--- config.mk ---
export PLATFORM = sky130hd
export DESIGN_NAME = tps_lane
export DESIGN_NICKNAME = d
export VERILOG_FILES = /design/src/rtl/core/tps_pkg.sv /design/src/rtl/core/tps_lane.sv
export SDC_FILE = /design/constraint.sdc
export NUM_CORES = 2
export LEC_CHECK = 0
export BUFFER_PORTS_ARGS = -buffer_cell sky130_fd_sc_hd__buf_2
export CORE_MARGIN = 3
export CORE_UTILIZATION = 55
export DETAILED_ROUTE_END_ITERATION = 8
export GPL_TIMING_DRIVEN = 1
export HOLD_SLACK_MARGIN = 0.03
export PLACE_DENSITY = 0.71
export SYNTH_ARGS = -nofsm -noshare
export SYNTH_HDL_FRONTEND = slang
export SYNTH_SLANG_ARGS = --single-unit
--- constraint.sdc ---
create_clock -name clk -period 16.2 [get_ports clk]
set_input_delay 3.24 -clock clk [delete_from_list [all_inputs] [get_ports clk]]
set_output_delay 3.24 -clock clk [all_outputs]
set_load 0.01 [all_outputs]
--- src/rtl/core/tps_pkg.sv ---
`timescale 1ns / 1ps

package tps_pkg;

  // Number formats and field widths.
  localparam int COORD_FRAC_BITS = 10;
  localparam int COORD_W         = 21;
  localparam int VERT_W          = 3 * COORD_W;
  localparam int TEX_W           = 16;
  localparam int TEXP_W          = 2 * TEX_W;
  localparam int OFFS_W          = 10;
  localparam int AXIS_W          = 2;
  localparam int MODE_W          = 2;
  localparam int N_VERT          = 3;
  localparam int N_CAND          = 3;
  localparam int N_CUT           = 2;
  localparam int N_COMP          = 5;
  localparam int N_LANE          = N_CUT * N_COMP;

  // Discard mode bits.
  localparam int MODE_DROP_LO_BIT = 0;
  localparam int MODE_DROP_HI_BIT = 1;

  // Plane in position format, and the arithmetic widths of a cut.
  localparam int PLANE_W = OFFS_W + COORD_FRAC_BITS + 1;
  localparam int NUM_W   = ((PLANE_W > COORD_W) ? PLANE_W : COORD_W) + 1;
  localparam int DIFF_W  = COORD_W + 1;
  localparam int PROD_W  = NUM_W + DIFF_W;

  // Divider: quotient bits, bits resolved per stage, stage count.
  localparam int Q_W        = 24;
  localparam int DIV_STEP   = 4;
  localparam int DIV_STAGES = Q_W / DIV_STEP;

  // Lane latency: input, multiply, magnitude, divider stages, final add.
  localparam int LANE_LAT = DIV_STAGES + 4;

  // Cycles between accepted items; one result channel carries up to three triangles.
  localparam int ACCEPT_GAP = 3;
  localparam int GAP_W      = $clog2(ACCEPT_GAP);

  typedef logic [1:0] vidx_t;

  typedef enum logic [1:0] {
    AXIS_X = 2'd0,
    AXIS_Y = 2'd1,
    AXIS_Z = 2'd2
  } axis_t;

  // Source of one vertex of a sub-triangle.
  typedef enum logic [2:0] {
    SRC_V0,
    SRC_V1,
    SRC_V2,
    SRC_X0,
    SRC_X1
  } src_t;

  typedef struct packed {
    logic [N_VERT-1:0][VERT_W-1:0] v;
    logic [N_VERT-1:0][TEXP_W-1:0] t;
  } item_t;

  typedef struct packed {
    axis_t                             axis;
    logic signed [PLANE_W-1:0]         plane;
    vidx_t [N_CUT-1:0]                 cut_a;
    vidx_t [N_CUT-1:0]                 cut_b;
    src_t [N_CAND-1:0][N_VERT-1:0]     sel;
    logic [N_CAND-1:0]                 lo;
    logic [N_CAND-1:0]                 keep;
  } ctrl_t;

  typedef struct packed {
    logic [N_VERT-1:0][VERT_W-1:0] v;
    logic [N_VERT-1:0][TEXP_W-1:0] t;
    logic                          lo;
  } tri_t;

  // Next vertex index modulo three.
  function automatic vidx_t next3(input vidx_t i);
    vidx_t r;
    case (i)
      2'd0:    r = 2'd1;
      2'd1:    r = 2'd2;
      default: r = 2'd0;
    endcase
    return r;
  endfunction

  // Source code of an input vertex.
  function automatic src_t vsrc(input vidx_t i);
    src_t r;
    case (i)
      2'd0:    r = SRC_V0;
      2'd1:    r = SRC_V1;
      default: r = SRC_V2;
    endcase
    return r;
  endfunction

  // Coordinate of a packed vertex along an axis.
  function automatic logic signed [COORD_W-1:0] coord_of(input logic [VERT_W-1:0] v,
                                                         input axis_t ax);
    logic signed [COORD_W-1:0] r;
    case (ax)
      AXIS_X:  r = v[0*COORD_W +: COORD_W];
      AXIS_Y:  r = v[1*COORD_W +: COORD_W];
      default: r = v[2*COORD_W +: COORD_W];
    endcase
    return r;
  endfunction

endpackage

--- src/rtl/core/tps_lane.sv ---
`timescale 1ns / 1ps

module tps_lane (
  input  logic                               clk,
  input  logic signed [tps_pkg::DIFF_W-1:0]  in_base,
  input  logic signed [tps_pkg::DIFF_W-1:0]  in_diff,
  input  logic signed [tps_pkg::NUM_W-1:0]   in_num,
  input  logic [tps_pkg::DIFF_W-1:0]         in_den,
  output logic signed [tps_pkg::DIFF_W-1:0]  out_res_r
);

  localparam int DW = tps_pkg::DIFF_W;
  localparam int QW = tps_pkg::Q_W;
  localparam int NS = tps_pkg::DIV_STAGES;

  logic signed [DW-1:0]              base1_r, diff1_r;
  logic signed [tps_pkg::NUM_W-1:0]  num1_r;
  logic [DW-1:0]                     den1_r;
  logic signed [tps_pkg::PROD_W-1:0] prod2_r;
  logic signed [DW-1:0]              base2_r;
  logic [DW-1:0]                     den2_r;
  logic [tps_pkg::PROD_W-1:0]        mag3_r;
  logic                              neg3_r;
  logic signed [DW-1:0]              base3_r;
  logic [DW-1:0]                     den3_r;

  logic [DW-1:0]        rem_in  [NS];
  logic [QW-1:0]        low_in  [NS];
  logic [DW-1:0]        den_in  [NS];
  logic                 neg_in  [NS];
  logic signed [DW-1:0] base_in [NS];
  logic [DW-1:0]        rem_nxt [NS];
  logic [QW-1:0]        low_nxt [NS];
  logic [DW-1:0]        rem_r   [NS];
  logic [QW-1:0]        low_r   [NS];
  logic [DW-1:0]        den_r   [NS];
  logic                 neg_r   [NS];
  logic signed [DW-1:0] base_r  [NS];

  logic signed [DW-1:0] quot;

  // Input, product and magnitude stages.
  always_ff @(posedge clk) begin
    base1_r <= in_base;
    diff1_r <= in_diff;
    num1_r  <= in_num;
    den1_r  <= in_den;
    prod2_r <= tps_pkg::PROD_W'(diff1_r) * tps_pkg::PROD_W'(num1_r);
    base2_r <= base1_r;
    den2_r  <= den1_r;
    neg3_r  <= prod2_r[tps_pkg::PROD_W-1];
    mag3_r  <= prod2_r[tps_pkg::PROD_W-1] ? tps_pkg::PROD_W'(-prod2_r)
                                          : tps_pkg::PROD_W'(prod2_r);
    base3_r <= base2_r;
    den3_r  <= den2_r;
  end

  // Restoring division, four quotient bits per stage. The quotient bits
  // shift into the low end of the dividend register.
  always_comb begin
    logic [DW:0] r;
    rem_in[0]  = DW'(mag3_r >> QW);
    low_in[0]  = mag3_r[QW-1:0];
    den_in[0]  = den3_r;
    neg_in[0]  = neg3_r;
    base_in[0] = base3_r;
    for (int s = 1; s < NS; s++) begin
      rem_in[s]  = rem_r[s-1];
      low_in[s]  = low_r[s-1];
      den_in[s]  = den_r[s-1];
      neg_in[s]  = neg_r[s-1];
      base_in[s] = base_r[s-1];
    end
    for (int s = 0; s < NS; s++) begin
      rem_nxt[s] = rem_in[s];
      low_nxt[s] = low_in[s];
      for (int b = 0; b < tps_pkg::DIV_STEP; b++) begin
        r          = {rem_nxt[s], low_nxt[s][QW-1]};
        low_nxt[s] = {low_nxt[s][QW-2:0], 1'b0};
        if (r >= {1'b0, den_in[s]}) begin
          r             = r - {1'b0, den_in[s]};
          low_nxt[s][0] = 1'b1;
        end
        rem_nxt[s] = r[DW-1:0];
      end
    end
  end

  always_ff @(posedge clk) begin
    for (int s = 0; s < NS; s++) begin
      rem_r[s]  <= rem_nxt[s];
      low_r[s]  <= low_nxt[s];
      den_r[s]  <= den_in[s];
      neg_r[s]  <= neg_in[s];
      base_r[s] <= base_in[s];
    end
  end

  // Signed quotient added to the start point of the edge.
  assign quot = $signed(DW'(low_r[NS-1]));

  always_ff @(posedge clk) begin
    out_res_r <= base_r[NS-1] + (neg_r[NS-1] ? -quot : quot);
  end

endmodule

==> impl_metrics.ini <==
[global_routing]
grt_max_degree = 46
grt_pass1_vias = 52100
grt_use_total_pct = 28.0
met2_usage_pct = 47.4
grtUsageMet1_pct = 36.2
grt_pass1_wl_um = 276000
grt.busiest_layer = met2
antenna_found_initial = 6
globalRouteMet3Util_pct = 3.45
overflow = 0

[setup_path]
crit_fanout = 23
crit_type = flip-flop to flip-flop
slowest_delay_ps = 790
worstReg2RegStart = den_r[2][1]
critPathSlowestCell = a2111o_1
critPathArrivalTime_ps = 15150
cp-start-kind = flip-flop
rr_worst_depth = 46
crit_path_end_kind = flip-flop
required_ps = 16750
rr_endpoint = rem_r[3][15]
crit_family = compound AO/OA/AOI/OAI gates
rrSetupSlack_ps = 1600
crit_buf_inv = 6

[sta]
slew_headroom_pct = 12.8
min_period_ps = 14600
clock.fmax_mhz = 68.5
rsz0062_at_grt = no
clock_skew_ps = 36.1
whs_ps = 318
fin_crit_sh_pct = 90.1
tns_ps = 0
hold_violations = 0
setup_viol = 0
worstMarginPinSlew_ps = 1280
drv_slew = 0

[floorplanning]
start_util_pct = 55.5
dieArea_um2 = 124000
top_level_ports = 111
die_height_um = 352
num_rows = 126
die_x_um = 352
core_um2 = 118000

[synth]
async_flop_share_pct = 0
synth_area_um2 = 65700
syn-num-nets = 8499
synthTopCellsByArea = dfxtp_1, fa_1, ha_1
ys_ff_latch = 777
yosysTopAreaCell = dfxtp_1
synth_most_common_cell = inv_1
yosysWarnings = 0
avgSynthCellArea_um2 = 9.12
synth_seq_area_share_pct = 23.7
synthTopCellsByCount = inv_1, dfxtp_1, ha_1
synth_edf_count = 0
synth-main-ff-cell = dfxtp_1
synthCells = 7200
ys_types = 88
synth_top_area_share_pct = 23.7

[worst_hold_path]
hp-start = low_r[3][0]
min_to = low_r[4][4]
hp-class = flip-flop to flip-flop
hold_depth = 0

[clock_network]
numCtsBuffers = 82
insertion_delay_ps = 700
clockRootBuffer = clkbuf_16
clockBufferDepth = 3
postCtsSetupBuffers = 0
ctsResizeCount = 0
cts_tree = yes
clkTransAtPathRegs_ps = 70
cts_hold_buf = 0
htreeDepth = 3
cts_sinks = 777

[place]
gp_congestion = 0.952
port_buffers = 110
dp_hpwl_um = 137000

[drt]
wire_per_inst_um = 19.5
via_per_inst = 5.85
drt-initial-drc-count = 3900
ant_nets = 0
dr.pass1.iters = 6
drc_errors = 0
via_count = 52000
routed_wl_um = 173000

[finish]
multi_input_area_um2 = 46400
syn2layout_area_growth_pct = 7.87
nFillCells = 10300
regArea_um2 = 15600
drive_above_1_share_pct = 8.99
nets = 8582

[job]
maxCapViolCount = 0

[status]
status = completed
## registers in the layout, summed over array words and instances, names as in the netlist, 44 cells and up
signal and flops:
rem_r 110, den_r 110, base_r 132, low_r 132, mag3_r 44, prod2_r 44
## worst max path at each step
stage / startpoint / end / slack (ps) / depth (start not counted)
after CTS: den_r[1][1] / rem_r[2][19] / 1670 / 48
final: den_r[2][1] / rem_r[3][15] / 1600 / 46
after floorplan: den3_r[9] / rem_r[0][17] / 4520 / 47
after detailed placement: den_r[1][1] / rem_r[2][19] / 1760 / 48
after global routing: den_r[1][1] / rem_r[2][17] / 450 / 48
after global placement: den_r[2][1] / rem_r[3][3] / 1770 / 46
## layout by cell type, fill, tap and decap left out, drive strengths merged, types with 46 or more instances in the layout
master and n:
a211oi 46, a21o 223, a21oi 413, a31oi 47, and2 185, buf 168
clkbuf 104, dfxtp 777, fa 525, ha 685, inv 842, mux2 282
mux2i 81, nand2 620, nand2b 93, nand3 112, nand4 68, nor2 347
nor2b 77, nor3 85, o211ai 48, o21a 66, o21ai 335, o21bai 62
xnor2 370, xor2 135
## through the flow
| stage | instance area [um2] | std cells | setup WS [ps] | utilization [%] |
|---|---|---|---|---|
| after floorplan | 65700 | 7200 | 4520 | - |
| after global placement | 68000 | 8735 | 1770 | 57.5 |
| after detailed placement | 68000 | 8735 | 1760 | 57.5 |
| after CTS | 70800 | 8885 | 1670 | 59.9 |
| after global routing | 70800 | 8885 | 448 | 59.9 |
| final | 70800 | 8886 | 1600 | 59.9 |
## logic make-up (layout without fill, tap and decap cells)
logic type	count (synthesis)	in the layout	share of synthesized area, %
simple gates	1797	1797	13.3
compound gates	1547	1547	15.4
fa+ha+maj	1210	1210	29.1
buf+inv	1001	1150	5.74
flops	777	777	23.7
xor+xnor	505	505	6.73
mux	363	363	6.07
other cells	0	1	0
## worst reg2reg max path: cells and delay by family (launching register included)
family / cells / cell delay, ps
buffers and inverters: 6 / 1570
AND/OR/NAND/NOR: 9 / 1780
adder cells (fa/ha/maj): 4 / 1400
multiplexers: 4 / 1660
AO/OA/AOI/OAI: 23 / 7580
flip-flops: 1 / 460
## layer usage
layer,vias up,wire length [um]
li1,24900,-
met2,1595,81700
met5,-,0
met1,25100,74200
met3,366,9660
met4,0,7630
## cell type report
cell class	instances	area share (%)
antenna	1	0.00353
clock buffer	104	3.15
clock inverter	46	0.878
inverter	832	4.41
multi-input combinational	5422	65.5
sequential	777	22.0
tap	1536	2.71
timing repair buffer	168	1.39
Power is not shown: default switching activity piles up to over one toggle a cycle in this logic, so the estimate is an artifact.
