===== src/rtl/core/tps_pkg.sv =====
`timescale 1ns / 1ps

package tps_pkg;

  // Number formats and field widths.
  localparam int COORD_FRAC_BITS = 10;
  localparam int COORD_W         = 21;
  localparam int VERT_W          = 3 * COORD_W;
  localparam int TEX_W           = 16;
  localparam int TEXP_W          = 2 * TEX_W;
  localparam int OFFS_W          = 10;
  localparam int AXIS_W          = 2;
  localparam int MODE_W          = 2;
  localparam int N_VERT          = 3;
  localparam int N_CAND          = 3;
  localparam int N_CUT           = 2;
  localparam int N_COMP          = 5;
  localparam int N_LANE          = N_CUT * N_COMP;

  // Discard mode bits.
  localparam int MODE_DROP_LO_BIT = 0;
  localparam int MODE_DROP_HI_BIT = 1;

  // Plane in position format, and the arithmetic widths of a cut.
  localparam int PLANE_W = OFFS_W + COORD_FRAC_BITS + 1;
  localparam int NUM_W   = ((PLANE_W > COORD_W) ? PLANE_W : COORD_W) + 1;
  localparam int DIFF_W  = COORD_W + 1;
  localparam int PROD_W  = NUM_W + DIFF_W;

  // Divider: quotient bits, bits resolved per stage, stage count.
  localparam int Q_W        = 24;
  localparam int DIV_STEP   = 4;
  localparam int DIV_STAGES = Q_W / DIV_STEP;

  // Lane latency: input, multiply, magnitude, divider stages, final add.
  localparam int LANE_LAT = DIV_STAGES + 4;

  // Cycles between accepted items; one result channel carries up to three triangles.
  localparam int ACCEPT_GAP = 3;
  localparam int GAP_W      = $clog2(ACCEPT_GAP);

  typedef logic [1:0] vidx_t;

  typedef enum logic [1:0] {
    AXIS_X = 2'd0,
    AXIS_Y = 2'd1,
    AXIS_Z = 2'd2
  } axis_t;

  // Source of one vertex of a sub-triangle.
  typedef enum logic [2:0] {
    SRC_V0,
    SRC_V1,
    SRC_V2,
    SRC_X0,
    SRC_X1
  } src_t;

  typedef struct packed {
    logic [N_VERT-1:0][VERT_W-1:0] v;
    logic [N_VERT-1:0][TEXP_W-1:0] t;
  } item_t;

  typedef struct packed {
    axis_t                             axis;
    logic signed [PLANE_W-1:0]         plane;
    vidx_t [N_CUT-1:0]                 cut_a;
    vidx_t [N_CUT-1:0]                 cut_b;
    src_t [N_CAND-1:0][N_VERT-1:0]     sel;
    logic [N_CAND-1:0]                 lo;
    logic [N_CAND-1:0]                 keep;
  } ctrl_t;

  typedef struct packed {
    logic [N_VERT-1:0][VERT_W-1:0] v;
    logic [N_VERT-1:0][TEXP_W-1:0] t;
    logic                          lo;
  } tri_t;

  // Next vertex index modulo three.
  function automatic vidx_t next3(input vidx_t i);
    vidx_t r;
    case (i)
      2'd0:    r = 2'd1;
      2'd1:    r = 2'd2;
      default: r = 2'd0;
    endcase
    return r;
  endfunction

  // Source code of an input vertex.
  function automatic src_t vsrc(input vidx_t i);
    src_t r;
    case (i)
      2'd0:    r = SRC_V0;
      2'd1:    r = SRC_V1;
      default: r = SRC_V2;
    endcase
    return r;
  endfunction

  // Coordinate of a packed vertex along an axis.
  function automatic logic signed [COORD_W-1:0] coord_of(input logic [VERT_W-1:0] v,
                                                         input axis_t ax);
    logic signed [COORD_W-1:0] r;
    case (ax)
      AXIS_X:  r = v[0*COORD_W +: COORD_W];
      AXIS_Y:  r = v[1*COORD_W +: COORD_W];
      default: r = v[2*COORD_W +: COORD_W];
    endcase
    return r;
  endfunction

endpackage


===== src/rtl/core/tps_emit.sv =====
`timescale 1ns / 1ps

module tps_emit (
  input  logic                                 clk,
  input  logic                                 rst_n,
  input  logic                                 in_valid,
  input  tps_pkg::tri_t [tps_pkg::N_CAND-1:0]  in_cand,
  input  logic [tps_pkg::N_CAND-1:0]           in_keep,
  output logic                                 out_valid,
  output logic [tps_pkg::VERT_W-1:0]           out_vertex_a,
  output logic [tps_pkg::VERT_W-1:0]           out_vertex_b,
  output logic [tps_pkg::VERT_W-1:0]           out_vertex_c,
  output logic [tps_pkg::TEXP_W-1:0]           out_tex_a,
  output logic [tps_pkg::TEXP_W-1:0]           out_tex_b,
  output logic [tps_pkg::TEXP_W-1:0]           out_tex_c,
  output logic                                 out_goes_low,
  output logic                                 out_last_of_run
);

  tps_pkg::tri_t slot_nxt [tps_pkg::N_CAND];
  tps_pkg::tri_t slot_r   [tps_pkg::N_CAND];
  tps_pkg::tri_t cur;
  logic [1:0]    cnt_nxt;
  logic [1:0]    cnt_r;
  logic [1:0]    idx_r;
  logic          act_r;
  logic          load;

  // Kept sub-triangles are packed to the front, in order.
  always_comb begin
    cnt_nxt     = {1'b0, in_keep[0]} + {1'b0, in_keep[1]} + {1'b0, in_keep[2]};
    slot_nxt[0] = in_keep[0] ? in_cand[0] : (in_keep[1] ? in_cand[1] : in_cand[2]);
    slot_nxt[1] = (in_keep[0] && in_keep[1]) ? in_cand[1] : in_cand[2];
    slot_nxt[2] = in_cand[2];
    load        = in_valid && (cnt_nxt != 2'd0);
  end

  // Run control: one beat per cycle until the count is used up.
  always_ff @(posedge clk) begin
    if (!rst_n) begin
      act_r <= 1'b0;
      idx_r <= 2'd0;
      cnt_r <= 2'd0;
    end else if (load) begin
      act_r <= 1'b1;
      idx_r <= 2'd0;
      cnt_r <= cnt_nxt;
    end else if (act_r) begin
      if (idx_r == cnt_r - 2'd1) begin
        act_r <= 1'b0;
      end else begin
        idx_r <= idx_r + 2'd1;
      end
    end
  end

  always_ff @(posedge clk) begin
    if (load) begin
      for (int k = 0; k < tps_pkg::N_CAND; k++) begin
        slot_r[k] <= slot_nxt[k];
      end
    end
  end

  // Output beat.
  always_comb begin
    cur             = slot_r[idx_r];
    out_valid       = act_r;
    out_vertex_a    = cur.v[0];
    out_vertex_b    = cur.v[1];
    out_vertex_c    = cur.v[2];
    out_tex_a       = cur.t[0];
    out_tex_b       = cur.t[1];
    out_tex_c       = cur.t[2];
    out_goes_low    = cur.lo;
    out_last_of_run = act_r && (idx_r == cnt_r - 2'd1);
  end

endmodule


===== config.mk =====
export PLATFORM = sky130hd
export DESIGN_NAME = tps_emit
export DESIGN_NICKNAME = d
export VERILOG_FILES = /design/src/rtl/core/tps_pkg.sv /design/src/rtl/core/tps_emit.sv
export SDC_FILE = /design/constraint.sdc
export NUM_CORES = 1
export LEC_CHECK = 0
export ABC_AREA = 1
export BUFFER_PORTS_ARGS = -buffer_cell sky130_fd_sc_hd__clkbuf_2
export CAP_MARGIN = 20
export CORE_AREA = 3 3 451 453
export CTS_CLUSTER_DIAMETER = 50
export DETAILED_ROUTE_END_ITERATION = 16
export DIE_AREA = 0 0 454 456
export PLACE_DENSITY_LB_ADDON = 0.08
export SLEW_MARGIN = 20
export SYNTH_ARGS = -nofsm -noshare
export SYNTH_HDL_FRONTEND = slang
export SYNTH_SLANG_ARGS = --single-unit
export TNS_END_PERCENT = 30

===== constraint.sdc =====
create_clock -name clk -period 28.3 [get_ports clk]
set_input_delay 2.83 -clock clk [delete_from_list [all_inputs] [get_ports clk]]
set_output_delay 2.83 -clock clk [all_outputs]
set_load 0.02 [all_outputs]

==> results.yml, run 1 <==
floorplan:
  rows: 164
  io_pins: 1152
  die_area_mm2: 0.2070
  die_x_um: 454
  start_util: 0.2082
  core_mm2: 0.1997
  die_h_um: 456
clocking:
  cts_tree: "built"
  clk_latency_ns: 0.76
  cts_max_level: 4
  clock_path_buffers: 3
  cts_buffers: 154
  ctsResizeCount: 0
  cts-root-buf: "clkbuf_16"
  postCtsSetupBuffers: 0
  clkSinkCount: 865
  hold_buffers: 0
  clk_pin_slew_worst_paths_ns: 0.05
critical_path:
  crit_arrival_ns: 4.43
  path_delay_family: "buffers and inverters"
  cp_common_cell: "buf_4"
  critPathCaptureType: "output pin"
  worstPathMaxFanout: 89
  crit_end: "out_vertex_c[47]"
  timing.rr.start: "idx_r[1]$_SDFFE_PP0P_"
  worstPathCellList: "inv_8 -> buf_4 -> buf_4 -> nor2_1 -> a21oi_1 -> clkbuf_2"
  critPathRequiredTime_ns: 25.47
  startpoint_type: "flop"
  cpPeakStageDelay_ns: 0.84
  worst_path_max_delay_cell: "buf_4"
  worstSetupPathType: "reg2out"
  ff2ff_setup_slack_ns: 27.15
  r2r_cells: 8
  cp.depth: 6
  cp.buffers_inverters: 4
yosys:
  syn-num-nets: 4945
  netlist_area_mm2: 0.04156
  synth_top_area_share: 0.6199
  yosysWarnings: 0
  ys_ff_latch: 865
  yosys.area.top_type: "edfxtp_1"
  synth_seq_area_share: 0.6233
  syn_avg_cell_area_um2: 10.19
  synthTopCellsByArea: "edfxtp_1 62%, a21oi_1 10%, nand2_1 5.3%, nor2_1 5.2%, o21a_1 5.2%"
  synth.distinct_cells: 18
  synthCells: 4080
placed_design:
  numPlacedInstances: 7610
  place_congestion: 0.8257
  post-dp-hpwl_um: 130100
  numPortBuffers: 1151
  postPlaceCellArea_mm2: 0.04960
cells_and_area:
  fin_cells: 7919
  final_cell_mix: "1150 x clkbuf_2, 863 x a21oi_1, 858 x edfxtp_1"
  nNetsFinal: 5975
  drive_gt1_frac: 0.2731
  area_delta_synth_final_pct: 31.99
  final_common_cell: "clkbuf_2"
  fillers: 21410
  multi_input_area_mm2: 0.01304
  ff_latch_area_mm2: 0.02591
  final_cell_area_mm2: 0.05485
job:
  maxCapViolCount: 0
power_and_ir_drop:
  p_leak_nw: 22.39
  powerDensity_mw_per_mm2: 76.23
  vdd_drop_max_mv: 0.05402
timing:
  worst-slew-pin-transition_ns: 1.175
  fmax_mhz: 137.8
  finalHoldViolCount: 0
  rsz0062_at_grt: "false"
  skew_ns: 0.006982
  slew_headroom: 0.2167
  fin_crit_ns: 7.257
  finalSetupViolCount: 0
  setup_tns_ns: 0
  finalCritPeriodShare: 0.2564
  drv_slew: 0
route:
  drc_errors: 0
  routedWlPerCell_um: 24.10
  ant_nets: 0
  vias_per_cell: 4.403
  drt_iter0_drc: 2231
  drt-pass1-iter-count: 5
  totalWireLength_um: 190800
  via_count: 34860
global_route:
  grt_pass1_vias: 34370
  grt_antenna_before_repair: 106
  grt_util_all_layers: 0.1787
  globalRouteOverflowTotal: 0
  grt_max_degree: 183
  grt_pass1_wl_um: 265400
hold_path:
  hp-class: "reg2reg"
run_status:
  status: "complete, no violations"
## worst reg2reg max path, delay by kind of cell (launching register included)
family / cells / cell delay (ns)
DFF: 1 / 0.39
AOI/OAI and AO/OA: 1 / 0.16
and+or+nand+nor: 6 / 0.45
buffers and inverters: 1 / 0.06
## sequential cells by signal (all words and copies together), names as in the netlist, named ones only
name and cells:
slot_r 858, out_valid 1, idx_r 2, cnt_r 2
## logic make-up (layout without fill, tap and decap cells)
logic type / Yosys count / count (layout) / share of synthesized area
AOI/OAI and AO/OA: 1439 / 1439 / 0.2077
xor gates and xnor gates: 1 / 1 / 0.0002108
adders and majority gates: 1 / 1 / 0.0004817
buffers and inverters: 613 / 1772 / 0.06337
DFF: 865 / 865 / 0.6233
other: 0 / 24 / 0
and+or+nand+nor: 1161 / 1161 / 0.1049
## synth_stat cells
| master | n |
|---|---|
| o211ai_1 | 285 |
| buf_2 | 170 |
| a21oi_1 | 863 |
| inv_2 | 3 |
| nand2_1 | 585 |
| fa_1 | 1 |
| inv_1 | 294 |
| buf_4 | 10 |
| buf_1 | 10 |
| o21ai_0 | 5 |
| xor2_1 | 1 |
| dfxtp_1 | 7 |
| edfxtp_1 | 858 |
| nand3_1 | 3 |
| buf_6 | 11 |
| nor2_1 | 573 |
| o21a_1 | 286 |
| clkbuf_1 | 115 |
## worst min path at each step
stage | from | endpoint | cells after the start
after detailed placement | cnt_r[1]$_SDFFE_PN0P_ | cnt_r[1]$_SDFFE_PN0P_ | 2
after floorplan | cnt_r[0]$_SDFFE_PN0P_ | cnt_r[0]$_SDFFE_PN0P_ | 2
after global routing | cnt_r[1]$_SDFFE_PN0P_ | cnt_r[1]$_SDFFE_PN0P_ | 2
after CTS | cnt_r[1]$_SDFFE_PN0P_ | cnt_r[1]$_SDFFE_PN0P_ | 2
after global placement | cnt_r[1]$_SDFFE_PN0P_ | cnt_r[1]$_SDFFE_PN0P_ | 2
final | cnt_r[1]$_SDFFE_PN0P_ | cnt_r[1]$_SDFFE_PN0P_ | 2
## area by class of cell
type	instances	share of cell area
diodes	24	0.001095
clock buffers	185	0.07354
clock inverters	100	0.02119
inverters	297	0.02073
multi-input cells	2602	0.2377
flip-flops and latches	865	0.4724
well taps	2656	0.06058
repair buffers	1190	0.1128
## power by group
group / internal (mW) / switching, mW / total [mW]
clock network: 1.21 / 0.690 / 1.90
registers: 1.61 / 0.0414 / 1.65
logic: 0.198 / 0.436 / 0.633
total: 3.01 / 1.17 / 4.18
## routing by layer
layer,share of wire,vias to the layer above,global-route usage
met3,0.073,347,0.05756
met4,0.024,54,0.04836
met1,0.39,16870,0.2025
li1,-,16540,-
met5,0.0018,-,0
met2,0.51,1048,0.3194
## per-stage QoR
stage	setup WS (ns)	total power, mW	hold WS (ns)	utilization
floorplan	2.978	2.101	0.4431	-
global placement	20.75	2.324	0.4758	0.2484
detailed placement	20.79	2.319	0.4687	0.2484
CTS	20.61	4.262	0.4749	0.2744
global route	20.69	4.371	0.5205	0.2746
finish	21.04	4.181	0.4716	0.2747
No activity file was read; power rests on OpenSTA's default activity.
==> run 2: changes to the inputs <==
==> constraint.sdc (replaced) <==
create_clock -name clk -period 6.12 [get_ports clk]
set_input_delay 0.612 -clock clk [delete_from_list [all_inputs] [get_ports clk]]
set_output_delay 0.612 -clock clk [all_outputs]
set_load 0.02 [all_outputs]
==> results.yml, run 2 (same netlist as run 1, synthesis figures left out) <==
clocking:
  clkSinkCount: 865
  postCtsSetupBuffers: 0
  cts_buffers: 156
  cts-root-buf: "clkbuf_16"
  clk_pin_slew_worst_paths_ns: 0.05
  cts_tree: "built"
  clk_latency_ns: 0.75
  clock_path_buffers: 3
  cts_max_level: 4
cells_and_area:
  nNetsFinal: 6266
  fillers: 21270
  largest_reg_flops: 858
  area_delta_synth_final_pct: 39.07
  reg_top3: "slot_r: 858 flops, cnt_r: 2 flops, idx_r: 2 flops"
  drive_gt1_frac: 0.2608
  top_register: "slot_r"
  final_common_cell: "clkbuf_2"
  final_cell_mix: "1150 x clkbuf_2, 863 x a21oi_1, 858 x edfxtp_1"
global_route:
  grt_util_all_layers: 0.1846
  globalRouteOverflowTotal: 0
  grt_antenna_before_repair: 97
  grt_max_degree: 167
  grt_pass1_vias: 36370
  grt_pass1_wl_um: 275500
route:
  drt-pass1-iter-count: 5
  vias_per_cell: 4.408
  ant_nets: 0
  drc_errors: 0
  totalWireLength_um: 197100
  via_count: 36250
  drt_iter0_drc: 2129
  routedWlPerCell_um: 23.97
hold_path:
  hp-class: "in2reg"
placed_design:
  post-dp-hpwl_um: 136200
  numPortBuffers: 1151
  place_congestion: 0.8664
critical_path:
  startpoint_type: "flop"
  worstPathMaxFanout: 114
  crit_arrival_ns: 3.47
  critPathCaptureType: "output pin"
  ff2ff_setup_slack_ns: 4.92
  worstSetupPathType: "reg2out"
  critPathRequiredTime_ns: 5.51
floorplan:
  core_mm2: 0.1997
  die_area_mm2: 0.2070
  start_util: 0.2082
  rows: 164
  die_h_um: 456
  io_pins: 1152
  die_x_um: 454
job:
  maxCapViolCount: 0
timing:
  fin_crit_ns: 4.086
  drv_slew: 0
  slew_headroom: 0.2888
  hold_ws_ns: 0.09724
  finalHoldViolCount: 0
  skew_ns: 0.006483
  rsz0062_at_grt: "false"
  finalCritPeriodShare: 0.6676
  finalSetupViolCount: 0
  worst-slew-pin-transition_ns: 1.067
  fmax_mhz: 244.8
power_and_ir_drop:
  vdd_drop_max_mv: 0.1867
  finalPower_mw: 19.40
  powerDensity_mw_per_mm2: 335.7
  p_leak_nw: 23.58
run_status:
  status: "complete, no violations"
[run 2: cell count changes in the layout (fill, tap and decap cells not counted), sizes merged]
| cell | before | now |
|---|---|---|
| buf | 40 | 53 |
| clkinv | 59 | 54 |
| inv | 306 | 305 |
| bufinv | 21 | 17 |
| diode | 24 | 44 |
| clkbuf | 1335 | 1339 |
| dlygate4sd3 | 0 | 276 |
| clkinvlp | 11 | 14 |
[run 2: area by class of cell]
cell class,instances,area [um^2],area share
Inverter,297,1137,0.01968
Tap cell,2656,3323,0.05750
Timing Repair Buffer,1479,9199,0.1592
Antenna cell,44,110.1,0.001905
Multi-Input combinational cell,2602,13040,0.2256
Clock buffer,189,4079,0.07057
Clock inverter,93,998.5,0.01728
Sequential cell,865,25910,0.4483
[run 2: repair_timing]
action                                 CTS  global route
endpoints found under the hold margin  276             0
hold buffers                           276             0
setup endpoints to repair                0             0
gates resized for setup                  0             0
[run 2: per-layer routing]
metal	vias up	track usage	wire, um
met1	17640	0.2178	78780
met4	42	0.06538	5578
met3	324	0.05051	12790
li1	17140	-	-
met5	-	0	307
met2	1106	0.3194	99660
[run 2: per-stage QoR]
stage	instance area, um^2	setup TNS, ns	worst slack (ns)	util	instances
after CTS	57690	0	1.812	0.2889	8181
after global placement	49850	0	2.675	0.2497	7623
after detailed placement	49850	0	2.626	0.2497	7623
after floorplan	41570	-1492.29	-2.397	-	4080
after global routing	57760	0	1.686	0.2893	8212
final	57800	0	2.034	0.2895	8225
[run 2: final timing paths]
| path | startpoint | cells past startpoint | to |
|---|---|---|---|
| max | flop | 5 | out_tex_b[24] |
| min reg2reg | cnt_r[0]$_SDFFE_PN0P_ | 2 | cnt_r[0]$_SDFFE_PN0P_ |
| max reg2reg | idx_r[1]$_SDFFE_PP0P_ | 8 | flop |
| min | in_cand[678] | 1 | slot_r[2][106]$_DFFE_PP_ |
[run 2: critical path: stages (launching register included)]
cell and delay (ns):
dfxtp_4 0.66, buf_12 0.61, buf_4 0.74, a21oi_1 0.09
a21oi_1 0.21, clkbuf_2 0.24
[run 2: power breakdown]
part / leakage [nW] / internal [mW] / switching (mW)
Clock: 2.44 / 5.45 / 3.19
Sequential: 8.33 / 7.43 / 0.199
Combinational: 12.8 / 1.05 / 2.09
==> run 3: changes to the inputs <==
==> constraint.sdc (replaced) <==
create_clock -name clk -period 3.9 [get_ports clk]
set_input_delay 0.39 -clock clk [delete_from_list [all_inputs] [get_ports clk]]
set_output_delay 0.39 -clock clk [all_outputs]
set_load 0.02 [all_outputs]
==> results.yml, run 3 (same netlist as run 1, synthesis figures left out) <==
placed_design:
  postPlaceCellArea_mm2: 0.05041
  post-dp-hpwl_um: 138900
  place_congestion: 0.8151
  numPortBuffers: 1151
route:
  drt-pass1-iter-count: 5
  vias_per_cell: 4.354
  drc_errors: 0
  routedWlPerCell_um: 22.13
  ant_nets: 0
  totalWireLength_um: 199500
  drt_iter0_drc: 2087
  via_count: 39250
clocking:
  cts_tree: "built"
  clkSinkCount: 865
  cts_buffers: 148
  hold_buffers: 1044
  clock_path_buffers: 3
  cts_max_level: 4
  cts-root-buf: "clkbuf_16"
  clk_pin_slew_worst_paths_ns: 0.05
  clk_latency_ns: 0.76
  postCtsSetupBuffers: 0
  ctsResizeCount: 0
global_route:
  grt_max_degree: 147
  grt_util_met3: 0.04254
  grt_util_all_layers: 0.1871
  grt_pass1_vias: 40500
  met1_usage: 0.2199
  grt-busiest-layer: "met2"
  grt_antenna_before_repair: 54
  grt_pass1_wl_um: 284900
  globalRouteOverflowTotal: 0
  grtUsageMet2: 0.3271
timing:
  skew_ns: 0.004519
  finalSetupViolCount: 0
  rsz0062_at_grt: "false"
  fmax_mhz: 278.1
  finalCritPeriodShare: 0.9222
  slew_headroom: 0.3726
  worst-slew-pin-transition_ns: 0.9411
  fin_crit_ns: 3.596
  drv_slew: 0
  hold_ws_ns: 0.05716
  finalHoldViolCount: 0
critical_path:
  startpoint_type: "flop"
  r2r_cells: 8
  worstSetupPathType: "reg2out"
  crit_arrival_ns: 3.21
  timing.rr.start: "idx_r[1]$_SDFFE_PP0P_"
  critPathRequiredTime_ns: 3.51
  critPathCaptureType: "output pin"
  ff2ff_setup_slack_ns: 2.77
  worstPathMaxFanout: 57
  crit_end: "out_vertex_b[36]"
floorplan:
  core_mm2: 0.1997
  rows: 164
  die_area_mm2: 0.2070
  die_x_um: 454
  start_util: 0.2082
  io_pins: 1152
  die_h_um: 456
job:
  maxCapViolCount: 0
power_and_ir_drop:
  vdd_drop_max_mv: 0.3784
  powerDensity_mw_per_mm2: 464.5
  p_leak_nw: 26.87
cells_and_area:
  top_register: "slot_r"
  drive_gt1_frac: 0.2322
  nNetsFinal: 7061
  final_common_cell: "clkbuf_2"
  area_delta_synth_final_pct: 58.14
  final_cell_area_mm2: 0.06572
  final_cell_mix: "1150 x clkbuf_2, 1044 x dlygate4sd3_1, 863 x a21oi_1"
  reg_top3: "slot_r: 858 flops, cnt_r: 2 flops, idx_r: 2 flops"
  largest_reg_flops: 858
hold_path:
  hp-class: "in2reg"
run_status:
  status: "complete, no violations"
==> run 3: how the worst min path moves through the flow <==
| stage | startpoint | end | slack [ns] | cells past startpoint |
|---|---|---|---|---|
| floorplan | cnt_r[0]$_SDFFE_PN0P_ | cnt_r[0]$_SDFFE_PN0P_ | 0.44 | 2 |
| global placement | cnt_r[0]$_SDFFE_PN0P_ | cnt_r[0]$_SDFFE_PN0P_ | 0.48 | 2 |
| detailed placement | cnt_r[0]$_SDFFE_PN0P_ | cnt_r[0]$_SDFFE_PN0P_ | 0.48 | 2 |
| CTS | in_cand[570] | slot_r[1][284]$_DFFE_PP_ | 0.004 | 3 |
| global route | in_cand[372] | slot_r[1][86]$_DFFE_PP_ | 0.03 | 3 |
| finish | in_cand[570] | slot_r[1][284]$_DFFE_PP_ | 0.06 | 3 |
==> run 3: where the power goes <==
group	switching (mW)	internal, mW
Combinational	3.53	2.30
Clock	4.85	7.89
Sequential	0.306	11.6
Total	8.69	21.8
==> run 3: area by class of cell <==
class | instances | area [um^2]
fill | 20840 | 133900
sequential | 865 | 25910
timing repair buffer | 2282 | 17450
multi-input combinational | 2602 | 13040
clock buffer | 175 | 3869
tap | 2656 | 3323
inverter | 297 | 1137
clock inverter | 93 | 882.1
antenna | 45 | 112.6
==> run 3: metal layers <==
layer  up-vias  share of wire
li1      18720              -
met1     18980           0.41
met2      1189           0.50
met3       348          0.055
met4        10          0.041
met5         -        0.00028
==> run 3: worst max-delay path: stages, from the launching register on <==
cell      delay, ns
dfxtp_4        0.46
inv_8          0.48
buf_12         0.31
buf_4          0.24
nand2_1        0.07
a21oi_1        0.47
clkbuf_2       0.29
==> run 3: per-stage QoR <==
stage | setup WS, ns | util | total power [mW] | TNS (ns) | cells
after floorplan | -4.395 | - | 14.77 | -3220.56 | 4080
after global placement | 1.036 | 0.2525 | 17.03 | 0 | 7658
after detailed placement | 1.005 | 0.2525 | 17.00 | 0 | 7658
after CTS | 0.1284 | 0.3286 | 31.06 | 0 | 8970
after global routing | 0.01488 | 0.3291 | 31.91 | 0 | 9008
final | 0.3035 | 0.3292 | 30.53 | 0 | 9015
