[src/rtl/core/tps_pkg.sv]
`timescale 1ns / 1ps

package tps_pkg;

  // Number formats and field widths.
  localparam int COORD_FRAC_BITS = 10;
  localparam int COORD_W         = 21;
  localparam int VERT_W          = 3 * COORD_W;
  localparam int TEX_W           = 16;
  localparam int TEXP_W          = 2 * TEX_W;
  localparam int OFFS_W          = 10;
  localparam int AXIS_W          = 2;
  localparam int MODE_W          = 2;
  localparam int N_VERT          = 3;
  localparam int N_CAND          = 3;
  localparam int N_CUT           = 2;
  localparam int N_COMP          = 5;
  localparam int N_LANE          = N_CUT * N_COMP;

  // Discard mode bits.
  localparam int MODE_DROP_LO_BIT = 0;
  localparam int MODE_DROP_HI_BIT = 1;

  // Plane in position format, and the arithmetic widths of a cut.
  localparam int PLANE_W = OFFS_W + COORD_FRAC_BITS + 1;
  localparam int NUM_W   = ((PLANE_W > COORD_W) ? PLANE_W : COORD_W) + 1;
  localparam int DIFF_W  = COORD_W + 1;
  localparam int PROD_W  = NUM_W + DIFF_W;

  // Divider: quotient bits, bits resolved per stage, stage count.
  localparam int Q_W        = 24;
  localparam int DIV_STEP   = 4;
  localparam int DIV_STAGES = Q_W / DIV_STEP;

  // Lane latency: input, multiply, magnitude, divider stages, final add.
  localparam int LANE_LAT = DIV_STAGES + 4;

  // Cycles between accepted items; one result channel carries up to three triangles.
  localparam int ACCEPT_GAP = 3;
  localparam int GAP_W      = $clog2(ACCEPT_GAP);

  typedef logic [1:0] vidx_t;

  typedef enum logic [1:0] {
    AXIS_X = 2'd0,
    AXIS_Y = 2'd1,
    AXIS_Z = 2'd2
  } axis_t;

  // Source of one vertex of a sub-triangle.
  typedef enum logic [2:0] {
    SRC_V0,
    SRC_V1,
    SRC_V2,
    SRC_X0,
    SRC_X1
  } src_t;

  typedef struct packed {
    logic [N_VERT-1:0][VERT_W-1:0] v;
    logic [N_VERT-1:0][TEXP_W-1:0] t;
  } item_t;

  typedef struct packed {
    axis_t                             axis;
    logic signed [PLANE_W-1:0]         plane;
    vidx_t [N_CUT-1:0]                 cut_a;
    vidx_t [N_CUT-1:0]                 cut_b;
    src_t [N_CAND-1:0][N_VERT-1:0]     sel;
    logic [N_CAND-1:0]                 lo;
    logic [N_CAND-1:0]                 keep;
  } ctrl_t;

  typedef struct packed {
    logic [N_VERT-1:0][VERT_W-1:0] v;
    logic [N_VERT-1:0][TEXP_W-1:0] t;
    logic                          lo;
  } tri_t;

  // Next vertex index modulo three.
  function automatic vidx_t next3(input vidx_t i);
    vidx_t r;
    case (i)
      2'd0:    r = 2'd1;
      2'd1:    r = 2'd2;
      default: r = 2'd0;
    endcase
    return r;
  endfunction

  // Source code of an input vertex.
  function automatic src_t vsrc(input vidx_t i);
    src_t r;
    case (i)
      2'd0:    r = SRC_V0;
      2'd1:    r = SRC_V1;
      default: r = SRC_V2;
    endcase
    return r;
  endfunction

  // Coordinate of a packed vertex along an axis.
  function automatic logic signed [COORD_W-1:0] coord_of(input logic [VERT_W-1:0] v,
                                                         input axis_t ax);
    logic signed [COORD_W-1:0] r;
    case (ax)
      AXIS_X:  r = v[0*COORD_W +: COORD_W];
      AXIS_Y:  r = v[1*COORD_W +: COORD_W];
      default: r = v[2*COORD_W +: COORD_W];
    endcase
    return r;
  endfunction

endpackage

[src/rtl/core/tps_classify.sv]
`timescale 1ns / 1ps

module tps_classify (
  input  logic                        clk,
  input  logic                        rst_n,
  input  logic                        in_valid,
  input  tps_pkg::item_t              in_item,
  input  logic [tps_pkg::AXIS_W-1:0]  in_axis,
  input  logic [tps_pkg::OFFS_W-1:0]  in_offset,
  input  logic [tps_pkg::MODE_W-1:0]  in_mode,
  output logic                        out_valid_r,
  output tps_pkg::item_t              out_item_r,
  output tps_pkg::ctrl_t              out_ctrl_r
);

  tps_pkg::ctrl_t                         ctrl_nxt;
  tps_pkg::axis_t                         axis;
  logic signed [tps_pkg::PLANE_W-1:0]     plane;
  logic signed [tps_pkg::NUM_W-1:0]       plane_x;
  logic signed [tps_pkg::NUM_W-1:0]       coord_x [tps_pkg::N_VERT];
  logic [tps_pkg::N_VERT-1:0]             lo;
  logic [tps_pkg::N_VERT-1:0]             pl;
  logic [1:0]                             lo_sum;
  logic [1:0]                             pl_sum;
  logic [1:0]                             nl;
  logic [tps_pkg::N_CAND-1:0]             en;
  tps_pkg::vidx_t                         pi, n0, n1, iso;
  logic                                   iso_lo;

  // Axis three is treated as z; the plane sits on an integer coordinate.
  always_comb begin
    if (in_axis == tps_pkg::AXIS_X) begin
      axis = tps_pkg::AXIS_X;
    end else if (in_axis == tps_pkg::AXIS_Y) begin
      axis = tps_pkg::AXIS_Y;
    end else begin
      axis = tps_pkg::AXIS_Z;
    end
    plane   = $signed({1'b0, in_offset, {tps_pkg::COORD_FRAC_BITS{1'b0}}});
    plane_x = tps_pkg::NUM_W'(plane);
  end

  // Each vertex is below the plane, on it, or above it.
  always_comb begin
    for (int i = 0; i < tps_pkg::N_VERT; i++) begin
      coord_x[i] = tps_pkg::NUM_W'(tps_pkg::coord_of(in_item.v[i], axis));
      lo[i]      = coord_x[i] < plane_x;
      pl[i]      = coord_x[i] == plane_x;
    end
    lo_sum = {1'b0, lo[0]} + {1'b0, lo[1]} + {1'b0, lo[2]};
    pl_sum = {1'b0, pl[0]} + {1'b0, pl[1]} + {1'b0, pl[2]};
  end

  // Case decision: which cuts, which sub-triangles, which side each goes to.
  always_comb begin
    ctrl_nxt       = '0;
    ctrl_nxt.axis  = axis;
    ctrl_nxt.plane = plane;
    for (int k = 0; k < tps_pkg::N_CAND; k++) begin
      ctrl_nxt.sel[k][0] = tps_pkg::SRC_V0;
      ctrl_nxt.sel[k][1] = tps_pkg::SRC_V1;
      ctrl_nxt.sel[k][2] = tps_pkg::SRC_V2;
    end
    en     = 3'b001;
    pi     = pl[0] ? 2'd0 : (pl[1] ? 2'd1 : 2'd2);
    n0     = tps_pkg::next3(pi);
    n1     = tps_pkg::next3(n0);
    nl     = {1'b0, lo[n0]} + {1'b0, lo[n1]};
    iso_lo = lo_sum == 2'd1;
    if (iso_lo) begin
      iso = lo[0] ? 2'd0 : (lo[1] ? 2'd1 : 2'd2);
    end else begin
      iso = !lo[0] ? 2'd0 : (!lo[1] ? 2'd1 : 2'd2);
    end

    if (lo_sum == 2'd0 || lo_sum == 2'd3) begin
      ctrl_nxt.lo[0] = lo_sum == 2'd3;
    end else if (pl_sum == 2'd3) begin
      ctrl_nxt.lo[0] = 1'b0;
    end else if (pl_sum == 2'd2) begin
      // Two on the plane: the free vertex decides the side.
      ctrl_nxt.lo[0] = !pl[0] ? lo[0] : (!pl[1] ? lo[1] : lo[2]);
    end else if (pl_sum == 2'd1) begin
      if (nl != 2'd1) begin
        ctrl_nxt.lo[0] = nl == 2'd2;
      end else begin
        // One cut on the edge opposite the planar vertex.
        ctrl_nxt.cut_a[0]  = n0;
        ctrl_nxt.cut_b[0]  = n1;
        ctrl_nxt.sel[0][0] = tps_pkg::vsrc(pi);
        ctrl_nxt.sel[0][1] = tps_pkg::vsrc(n0);
        ctrl_nxt.sel[0][2] = tps_pkg::SRC_X0;
        ctrl_nxt.lo[0]     = lo[n0];
        ctrl_nxt.sel[1][0] = tps_pkg::vsrc(pi);
        ctrl_nxt.sel[1][1] = tps_pkg::SRC_X0;
        ctrl_nxt.sel[1][2] = tps_pkg::vsrc(n1);
        ctrl_nxt.lo[1]     = !lo[n0];
        en                 = 3'b011;
      end
    end else begin
      // Regular case: isolated triangle and the two halves of the quad.
      ctrl_nxt.cut_a[0]  = iso;
      ctrl_nxt.cut_b[0]  = tps_pkg::next3(iso);
      ctrl_nxt.cut_a[1]  = iso;
      ctrl_nxt.cut_b[1]  = tps_pkg::next3(tps_pkg::next3(iso));
      ctrl_nxt.sel[0][0] = tps_pkg::vsrc(iso);
      ctrl_nxt.sel[0][1] = tps_pkg::SRC_X0;
      ctrl_nxt.sel[0][2] = tps_pkg::SRC_X1;
      ctrl_nxt.lo[0]     = iso_lo;
      ctrl_nxt.sel[1][0] = tps_pkg::SRC_X0;
      ctrl_nxt.sel[1][1] = tps_pkg::vsrc(tps_pkg::next3(iso));
      ctrl_nxt.sel[1][2] = tps_pkg::vsrc(tps_pkg::next3(tps_pkg::next3(iso)));
      ctrl_nxt.lo[1]     = !iso_lo;
      ctrl_nxt.sel[2][0] = tps_pkg::SRC_X0;
      ctrl_nxt.sel[2][1] = tps_pkg::SRC_X1;
      ctrl_nxt.sel[2][2] = tps_pkg::vsrc(tps_pkg::next3(tps_pkg::next3(iso)));
      ctrl_nxt.lo[2]     = !iso_lo;
      en                 = 3'b111;
    end

    // The discard mode removes whole sides.
    for (int k = 0; k < tps_pkg::N_CAND; k++) begin
      ctrl_nxt.keep[k] = en[k] && !(ctrl_nxt.lo[k] ? in_mode[tps_pkg::MODE_DROP_LO_BIT]
                                                   : in_mode[tps_pkg::MODE_DROP_HI_BIT]);
    end
  end

  // Stage register.
  always_ff @(posedge clk) begin
    if (!rst_n) begin
      out_valid_r <= 1'b0;
    end else begin
      out_valid_r <= in_valid;
    end
  end

  always_ff @(posedge clk) begin
    out_item_r <= in_item;
    out_ctrl_r <= ctrl_nxt;
  end

endmodule

[config.mk]
export PLATFORM = sky130hd
export DESIGN_NAME = tps_classify
export DESIGN_NICKNAME = d
export VERILOG_FILES = /design/src/rtl/core/tps_pkg.sv /design/src/rtl/core/tps_classify.sv
export SDC_FILE = /design/constraint.sdc
export NUM_CORES = 1
export LEC_CHECK = 0
export BUFFER_PORTS_ARGS = -buffer_cell sky130_fd_sc_hd__buf_2
export CORE_AREA = 2 2 251 253
export CTS_BUF_LIST = sky130_fd_sc_hd__clkbuf_4 sky130_fd_sc_hd__clkbuf_8
export DETAILED_ROUTE_END_ITERATION = 6
export DIE_AREA = 0 0 253 255
export PLACE_DENSITY = 0.35
export SLEW_MARGIN = 30
export SYNTH_ARGS = -nofsm -noshare
export SYNTH_HDL_FRONTEND = slang
export SYNTH_SLANG_ARGS = --single-unit
[constraint.sdc]
create_clock -name clk -period 5 [get_ports clk]
set_input_delay 0.5 -clock clk [delete_from_list [all_inputs] [get_ports clk]]
set_output_delay 0.5 -clock clk [all_outputs]
set_load 0.03 [all_outputs]
==> results of run 1 <==
[logic make-up (layout without fill, tap and decap cells)]
group	count (synthesis)	in the layout
XOR/XNOR	1	1
adder cells (fa/ha/maj)	38	38
AO/OA/AOI/OAI	81	81
other	1	22
AND/OR/NAND/NOR	148	148
buffers and inverters	59	1084
flip-flops	326	326
multiplexers	38	38
[through the flow]
stage | worst slack [ps] | instances | cell area, um2
global placement | 186 | 2125 | 13200
global route | 12.3 | 2536 | 17600
detailed placement | 56.8 | 2125 | 13200
finish | 258 | 2537 | 17600
CTS | 322 | 2534 | 17600
floorplan | 294 | 710 | 9120
[critical path, stage by stage]
cell           delay, ps
dlygate4sd3_1        520
buf_2                140
mux2i_1               70
o21ai_0              320
ha_1                 330
a21oi_1              150
o21ai_0               90
a2111oi_0            480
buf_4                190
a211oi_2             100
fa_1                 550
inv_1                 50
ha_1                 290
or3_1                340
buf_4                170
nor2_1                90
o21ai_1               70
o22ai_2              140
mux2i_1              200
dlygate4sd3_1        550
[cells in the mapped netlist, types with 3 or more instances]
library cell,number
dfxtp_1,326
nand2_1,48
mux2i_1,37
nor2_1,37
ha_1,36
o21ai_0,33
buf_4,26
a21oi_1,17
inv_1,17
nor4_1,14
clkbuf_1,7
nand4_1,7
nor2b_1,7
nor3_1,7
buf_1,6
nand3_1,6
o21ai_1,5
a21o_1,3
a31oi_1,3
[registers in the layout (all words and copies together) (netlist names)]
register,count
out_item_r,285
out_ctrl_r,40
out_valid_r,1
[cell type report]
| type | instances | area, um2 | share of cell area |
|---|---|---|---|
| inverter | 17 | 63.8 | 0.00362 |
| clock inverter | 19 | 240 | 0.0136 |
| multi-input combinational | 325 | 2260 | 0.128 |
| tap | 799 | 1000 | 0.0567 |
| timing repair buffer | 955 | 6350 | 0.360 |
| sequential | 326 | 6530 | 0.370 |
| clock buffer | 93 | 1180 | 0.0669 |
| antenna | 3 | 7.51 | 0.000426 |
[routing by layer]
metal / track usage / part of all wire
met1: 0.128 / 0.37
met2: 0.244 / 0.52
met3: 0.0379 / 0.076
met4: 0.0502 / 0.032
met5: 0 / 0.00084
[timing repair]
| action | 4_1_cts | 5_1_grt |
|---|---|---|
| hold endpoints to repair | 295 | 0 |
| endpoints found under the setup margin | 0 | 0 |
| hold buffers | 297 | 0 |
[report_power, final]
| group | leakage, uW | internal (uW) | switching (uW) |
|---|---|---|---|
| clock network | 0.000744 | 1730 | 1190 |
| logic | 0.00496 | 545 | 928 |
| registers | 0.00275 | 2810 | 56.0 |
| total | 0.00845 | 5080 | 2170 |
[worst paths after layout]
| check | slack, ps | start | to |
|---|---|---|---|
| worst min-delay path | 50 | in_item[219] | out_item_r[219] |
| worst max-delay path | 260 | in_item[234] | out_ctrl_r[0] |
==> run metrics, run 1 <==
status=finished, final reports clean; Inserted Clock Buffers=59; Vias/cell=3.47; Total Neg Setup Slack=0 ps; Synth Area in XOR/XNOR=0.000968; Worst-Margin Slew=810 ps; commonest non-fill, non-tap cells in the layout=buf_2 (630), dfxtp_1 (326), dlygate4sd3_1 (297), clkbuf_8 (77), nand2_1 (48); overall die height=255 um; fillcell total=6494; Total Power=7250 uW; CTS tree=done; root buffer cell=clkbuf_8; CTS max path bufs=3; Tcrit/Tclk final=0.948; Post-DRT Antenna Nets=0; global-route wire length before repair=59100 um; max cap viols=0; largest net degree at the start of global routing=47; largest cells by area after synthesis=dfxtp_1 (72%), ha_1 (5.0%), mux2i_1 (4.1%); Post-Synth Adder-Cell Area=0.0542; largest family of logic cells by synthesized area=simple AND/OR/NAND/NOR gates; DRC viols=0; Synth Flop Type=dfxtp_1; CTS resizes=0; Crit. End Element=flop; final hold violation count=0; H-tree levels=2; FFs w/ async S/R, synth=0; Final nets=2024; IO Port Bufs=632; CP max FO=6; FMAX=211 MHz; yosys warns=0; Slew Viols, Final=0; vias=8808; number of synthesized flops with an enable pin=0; Critical Path RT=5600 ps; Sink Count=326; WS Path Type=input port to flop; power density cells=411 nW/um2; clock edge transition at the registers on the reported setup and hold paths=60 ps; Yosys top cell area share=0.721; Synth Area in Compound Gates=0.0617; Rel. slew slack=0.455; cells after synthesis=692; post-synthesis mux area share=0.0426; RSZ-0062 raised after global routing=no; Tmin final=4740 ps; Post-Route WL=43800 um; #FFs+latches synth=326; # setup viols final=0; WL per Instance=17.3 um; layout cells sized above 1=0.455; LEAKAGE=0.00845 uW; total global-route track usage=0.127; Final Util=0.284; num rows=92; dpl hpwl=34500 um; syn avg cell area=13.1 um2; Post-CTS Setup Bufs=0; area grow syn2layout=94.8%; Die ar.=64500 um2; simple-gate area share of the yosys netlist=0.0821; CORE AREA=62200 um2; Synth cell types=59; Initial Util=0.146; global route overflow=0; hold depth=1; VDD IR-drop max=0.000215 V; GP Congestion=0.772; Syn Std Cell Area=9050 um2; Hold Crit Class=input port to flop; largest area contributor in the synthesized netlist=dfxtp_1; CP arrival=5350 ps; Pre-antenna DRT Iters=4; Die X=253 um; Top Ports=652; sequential-to-total area share from yosys stat=0.721; crit path launch type=input port; antenna violations before repair=5; vias in the first global route=9466; most common cell after layout, fill and taps aside=buf_2; hold_ws=49.4 ps; DR iter-0 viols=233
(Power assumes the default switching activity.)
==> run 2, diff against run 1 <==
==> constraint.sdc (replaced) <==
create_clock -name clk -period 5 [get_ports clk]
set_input_delay 1.25 -clock clk [delete_from_list [all_inputs] [get_ports clk]]
set_output_delay 1.25 -clock clk [all_outputs]
set_load 0.03 [all_outputs]
==> run 2 against run 1 <==
Against the previous run:
- global-route usage fell by 0.99 points
- worst hold slack improved by 630 ps
- maximum frequency rose by 0.67%
- setup slack improved by 31 ps
- sequential cell count did not move
- critical path depth did not move
- power fell by 3.2%
- cell count fell by 9.8%
==> run metrics, run 2 (synthesis results as in run 1) <==
root buffer cell=clkbuf_8 (unchanged); Post-DRT Antenna Nets=0 (unchanged); Sink Count=326 (unchanged); max reg flops=285 (unchanged); Vias/cell=3.42 (was 3.47); CP max FO=15 (was 6); FMAX=212 MHz (was 211 MHz); Top Registers=out_item_r x285, out_ctrl_r x40, out_valid_r x1 (unchanged); P_sw=2110 uW (was 2170 uW); Tmin final=4710 ps (was 4740 ps); Final nets=1775 (was 2024); GP Congestion=0.768 (was 0.772); Cell Area, Placed=13700 um2 (was 13200 um2); CP delay by family, top=simple AND/OR/NAND/NOR gates (was buffers and inverters); antenna violations before repair=10 (was 5); Die X=253 um (unchanged); Pre-antenna DRT Iters=4 (unchanged); Tcrit/Tclk final=0.942 (was 0.948); Total Power=7020 uW (was 7250 uW); Die ar.=64500 um2 (unchanged); CP Launch Point=in_axis[0] (was in_item[234]); WL per Instance=17.6 um (was 17.3 um); Post-Route WL=40300 um (was 43800 um); Comb pwr share=0.192 (was 0.203); Inserted Clock Buffers=58 (was 59); global-route wire length before repair=54100 um (was 59100 um); Rel. slew slack=0.607 (was 0.455); VDD IR-drop max=0.000230 V (was 0.000215 V); dpl hpwl=34300 um (was 34500 um); Place WS=-577 ps (was 56.8 ps); most common cell after layout, fill and taps aside=buf_2 (unchanged); Initial Util=0.146 (unchanged); IO Port Bufs=632 (unchanged); DRC viols=0 (unchanged); Worst-Margin Slew=582 ps (was 810 ps); Top Ports=652 (unchanged); CP arrival=5320 ps (was 5350 ps); vias=7832 (was 8808); Slew Viols, Final=0 (unchanged); CTS tree=done (unchanged); max cap viols=0 (unchanged); # setup viols final=0 (unchanged); hold depth=1 (unchanged); CORE AREA=62200 um2 (unchanged); clock edge transition at the registers on the reported setup and hold paths=60 ps (about the same); DR iter-0 viols=210 (was 233); crit path launch type=input port (unchanged); largest net degree at the start of global routing=21 (was 47); Crit. End Element=flop (unchanged); final hold violation count=0 (unchanged); status=finished, final reports clean (unchanged); area grow syn2layout=66.1% (was 94.8%); Top reg by flops=out_item_r (unchanged); RSZ-0062 raised after global routing=no (unchanged); power density cells=467 nW/um2 (was 411 nW/um2); commonest non-fill, non-tap cells in the layout=buf_2 (630), dfxtp_1 (326), clkbuf_8 (76), buf_4 (72), nand2_1 (48) (was buf_2 (630), dfxtp_1 (326), dlygate4sd3_1 (297), clkbuf_8 (77), nand2_1 (48)); H-tree levels=2 (unchanged); CTS Hold Bufs=0 (was 297); Power Internal=4900 uW (was 5080 uW); Slowest-stage cell, CP=fa_1 (unchanged); Hold Crit Class=input port to flop (unchanged); worst setup path end=out_ctrl_r[2] (was out_ctrl_r[0]); worst setup margin=289 ps (was 258 ps); clock share of power=0.399 (was 0.402); CP Cell Sequence=buf_6, buf_12, buf_12, mux2i_1, o21ai_0, ha_1, nand4_1, nor3_1, buf_4, nor4bb_1, nand2_1, fa_1, inv_1, ha_1, or3_1, nor2_1, inv_1, nor2_2, mux2i_1, and3b_1 (was dlygate4sd3_1, buf_2, mux2i_1, o21ai_0, ha_1, a21oi_1, o21ai_0, a2111oi_0, buf_4, a211oi_2, fa_1, inv_1, ha_1, or3_1, buf_4, nor2_1, o21ai_1, o22ai_2, mux2i_1, dlygate4sd3_1); CTS max path bufs=3 (unchanged); global route overflow=0 (unchanged); WS Path Type=input port to flop (unchanged); delay of the slowest critical-path stage=550 ps (about the same); switching portion of total power=0.301 (was 0.299); Crit path buffers/inverters=6 (unchanged); vias in the first global route=8361 (was 9466); LEAKAGE=0.00744 uW (was 0.00845 uW); Levels on crit path=20 (unchanged); num rows=92 (unchanged); cell area after layout=15000 um2 (was 17600 um2); Critical Path RT=5610 ps (was 5600 ps); layout cells sized above 1=0.564 (was 0.455); total global-route track usage=0.117 (was 0.127); sequential share of power=0.409 (was 0.395); overall die height=255 um (unchanged)
[run 2: cell types whose count changed in the layout (fill, tap and decap cells not counted), moves of 3 or more]
cell           delta
buf_4            +45
dlygate4sd3_1   -297
clkinv_4          -3
diode_2           +3
buf_12            +3
[run 2: cell type report]
class	count	area, um2
fill	6803	47100
timing repair buffer	707	3780
clock inverter	16	194
sequential	326	6530
inverter	17	63.8
tap	799	1000
clock buffer	92	1170
antenna	6	15.0
multi-input combinational	325	2290
[run 2: layer usage]
metal  vias up  part of all wire  track usage
li1       3808                 -            -
met5         -            0.0013            0
met2       396              0.53        0.221
met1      3559              0.36        0.121
met4         8             0.023       0.0441
met3        61             0.082       0.0368
[run 2: stage by stage]
stage          cells  hold slack, ps  TNS (ps)   util
5_1_grt         2286             599         0  0.242
3_5_place_dp    2174            1350     -8720  0.220
2_1_floorplan    710            1280         0      -
6_report        2288             679         0  0.242
3_3_place_gp    2174            1350     -7230  0.220
4_1_cts         2282             589         0  0.242
[run 2: timing repair]
| item | CTS | global route |
|---|---|---|
| setup buffers | 0 | 0 |
| gates resized for setup | 0 | 2 |
| setup endpoints to repair | 0 | 2 |
[run 2: how the worst min path moves through the flow]
stage                  from        endpoint  slack (ps)
6_report         in_item[3]   out_item_r[3]         680
5_1_grt         in_item[10]  out_item_r[10]         600
4_1_cts          in_item[3]   out_item_r[3]         590
3_5_place_dp    in_item[28]  out_item_r[28]        1350
3_3_place_gp     in_item[0]   out_item_r[0]        1350
2_1_floorplan  in_offset[0]  out_ctrl_r[51]        1280
[run 2: power by group through the flow]
stage                     Combinational (uW)  Clock, uW  Sequential [uW]
final                                   1350       2800             2870
after detailed placement                1370          0             2930
after global placement                  1380          0             2930
after floorplan                          364          0             3340
after CTS                               1380       2910             2880
after global routing                    1450       3040             2890
==> run 3, diff against run 2 <==
Settings changed: PLACE_DENSITY 0.35 to 0.45.
==> run 3 against run 2 <==
Against the previous run:
- maximum frequency increased by 0.33%
- utilization decreased by 0.57 points
- clock-buffer cell count decreased by 9
- combinational power decreased by 3%
- design area decreased by 2.4%
- global-route usage decreased by 0.58 points
- sequential cell count unchanged
- routed wire length decreased by 3.5%
- die area unchanged
- largest power group unchanged
==> run metrics, run 3 (synthesis results as in run 1) <==
Inserted Clock Buffers=55 (was 58); Final nets=1757 (was 1775); WL per Instance=17.2 um (was 17.6 um); vias=7713 (was 7832); global route overflow=0 (unchanged); switching portion of total power=0.304 (was 0.301); CP arrival=5270 ps (was 5320 ps); Post-Route WL=38900 um (was 40300 um); CTS Hold Bufs=0 (unchanged); FMAX=213 MHz (was 212 MHz); IO Port Bufs=632 (unchanged); Tcrit/Tclk final=0.939 (was 0.942); Crit. End Element=flop (unchanged); overall die height=255 um (unchanged); global-route wire length before repair=51400 um (was 54100 um); area grow syn2layout=62.2% (was 66.1%); CORE AREA=62200 um2 (unchanged); Cells after DPL=2159 (was 2174); Pre-antenna DRT Iters=4 (unchanged); num rows=92 (unchanged); vias in the first global route=7934 (was 8361); Die ar.=64500 um2 (unchanged); clock share of power=0.371 (was 0.399); Die X=253 um (unchanged); sequential share of power=0.432 (was 0.409); Sink Count=326 (unchanged); CP max FO=17 (was 15); Vias/cell=3.42 (about the same); LEAKAGE=0.00725 uW (was 0.00744 uW); Hold Crit Class=input port to flop (unchanged); total global-route track usage=0.111 (was 0.117); layout cells sized above 1=0.555 (was 0.564); most common cell after layout, fill and taps aside=buf_2 (unchanged); max reg flops=285 (unchanged); Tmin final=4700 ps (was 4710 ps); dpl hpwl=32900 um (was 34300 um); largest net degree at the start of global routing=23 (was 21); max cap viols=0 (unchanged); Top reg by flops=out_item_r (unchanged); final hold violation count=0 (unchanged); hold depth=1 (unchanged); Top Ports=652 (unchanged); status=finished, final reports clean (unchanged); Top Registers=out_item_r x285, out_ctrl_r x40, out_valid_r x1 (unchanged); crit path launch type=input port (unchanged); Power Internal=4630 uW (was 4900 uW); Initial Util=0.146 (unchanged); H-tree levels=2 (unchanged); power density cells=453 nW/um2 (was 467 nW/um2); WS Path Type=input port to flop (unchanged); Rel. slew slack=0.605 (was 0.607); Critical Path RT=5570 ps (was 5610 ps); CP Launch Point=in_axis[0] (unchanged); CTS tree=done (unchanged); Worst-Margin Slew=588 ps (was 582 ps); P_sw=2020 uW (was 2110 uW); antenna violations before repair=4 (was 10); Slew Viols, Final=0 (unchanged); worst setup path end=out_ctrl_r[2] (unchanged); GP Congestion=0.769 (was 0.768); RSZ-0062 raised after global routing=no (unchanged); Comb pwr share=0.197 (was 0.192); DR iter-0 viols=226 (was 210); VDD IR-drop max=0.000205 V (was 0.000230 V); Post-DRT Antenna Nets=0 (unchanged); fin cells=2256 (was 2288); # setup viols final=0 (unchanged); HP Start=in_item[30] (was in_item[3]); CTS max path bufs=3 (unchanged); clock edge transition at the registers on the reported setup and hold paths=60 ps (about the same); commonest non-fill, non-tap cells in the layout=buf_2 (630), dfxtp_1 (326), clkbuf_8 (69), buf_4 (59), nand2_1 (48) (was buf_2 (630), dfxtp_1 (326), clkbuf_8 (76), buf_4 (72), nand2_1 (48)); root buffer cell=clkbuf_8 (unchanged); Total Power=6650 uW (was 7020 uW); DRC viols=0 (unchanged)
[run 3: cell types whose count changed in the layout (fill, tap and decap cells not counted), moves of 2 or more]
cell       previous run  this run
diode_2               6         3
clkbuf_8             76        69
clkinv_2              8         6
clkbuf_4             16        14
buf_12                4         2
buf_4                72        59
bufinv_16             3         1
[run 3: worst min-delay path by stage]
| stage | end | slack (ps) |
|---|---|---|
| 4_1_cts | out_item_r[65] | 620 |
| 5_1_grt | out_item_r[46] | 630 |
| 2_1_floorplan | out_ctrl_r[51] | 1280 |
| 3_5_place_dp | out_item_r[54] | 1350 |
| 6_report | out_item_r[30] | 710 |
| 3_3_place_gp | out_item_r[1] | 1350 |
[run 3: metal layers]
metal,vias up,GRT usage,share of wire
met3,53,0.0378,0.086
met1,3502,0.119,0.37
met4,0,0.0402,0.024
met5,-,0,0
li1,3759,-,-
met2,399,0.204,0.52
[run 3: final cells by class]
cell class,count,area (um2)
fillers,6713,47500
multi-input cells,325,2280
clock inverters,11,103
diodes,3,7.51
clock buffers,83,1050
well taps,799,1000
flip-flops and latches,326,6530
inverters,17,63.8
repair buffers,692,3650
[run 3: what timing repair did]
item / in CTS / in global routing
hold endpoints to repair: 0 / 0
endpoints found under the setup margin: 0 / 3
gates resized for setup: 0 / 1
buffers inserted: 0 / 0
[run 3: metrics by stage]
stage	area [um2]	hold slack [ps]	utilization	TNS [ps]	worst slack, ps
floorplan	9180	1280	-	0	18.3
global placement	13500	1350	0.217	-5350	-417
detailed placement	13500	1350	0.217	-6340	-481
CTS	14700	623	0.236	0	245
global route	14700	630	0.236	0	42.4
finish	14700	706	0.236	0	305
[run 3: power groups by stage]
stage	combinational, uW	sequential, uW	clock [uW]
2_1_floorplan	364	3340	0
3_3_place_gp	1330	2930	0
3_5_place_dp	1330	2930	0
4_1_cts	1330	2880	2570
5_1_grt	1410	2890	2680
6_report	1310	2870	2470
[run 3: critical path, cell delays in order]
cell	delay (ps)
buf_6	240
buf_4	270
mux2i_1	190
o21ai_0	90
ha_1	310
nand4_1	160
nor3_1	220
buf_4	150
nor4bb_1	210
nand2_1	120
fa_1	580
inv_1	90
ha_1	210
or3_1	420
nor2_1	170
inv_1	90
nor2_2	140
mux2i_1	180
and3b_1	160
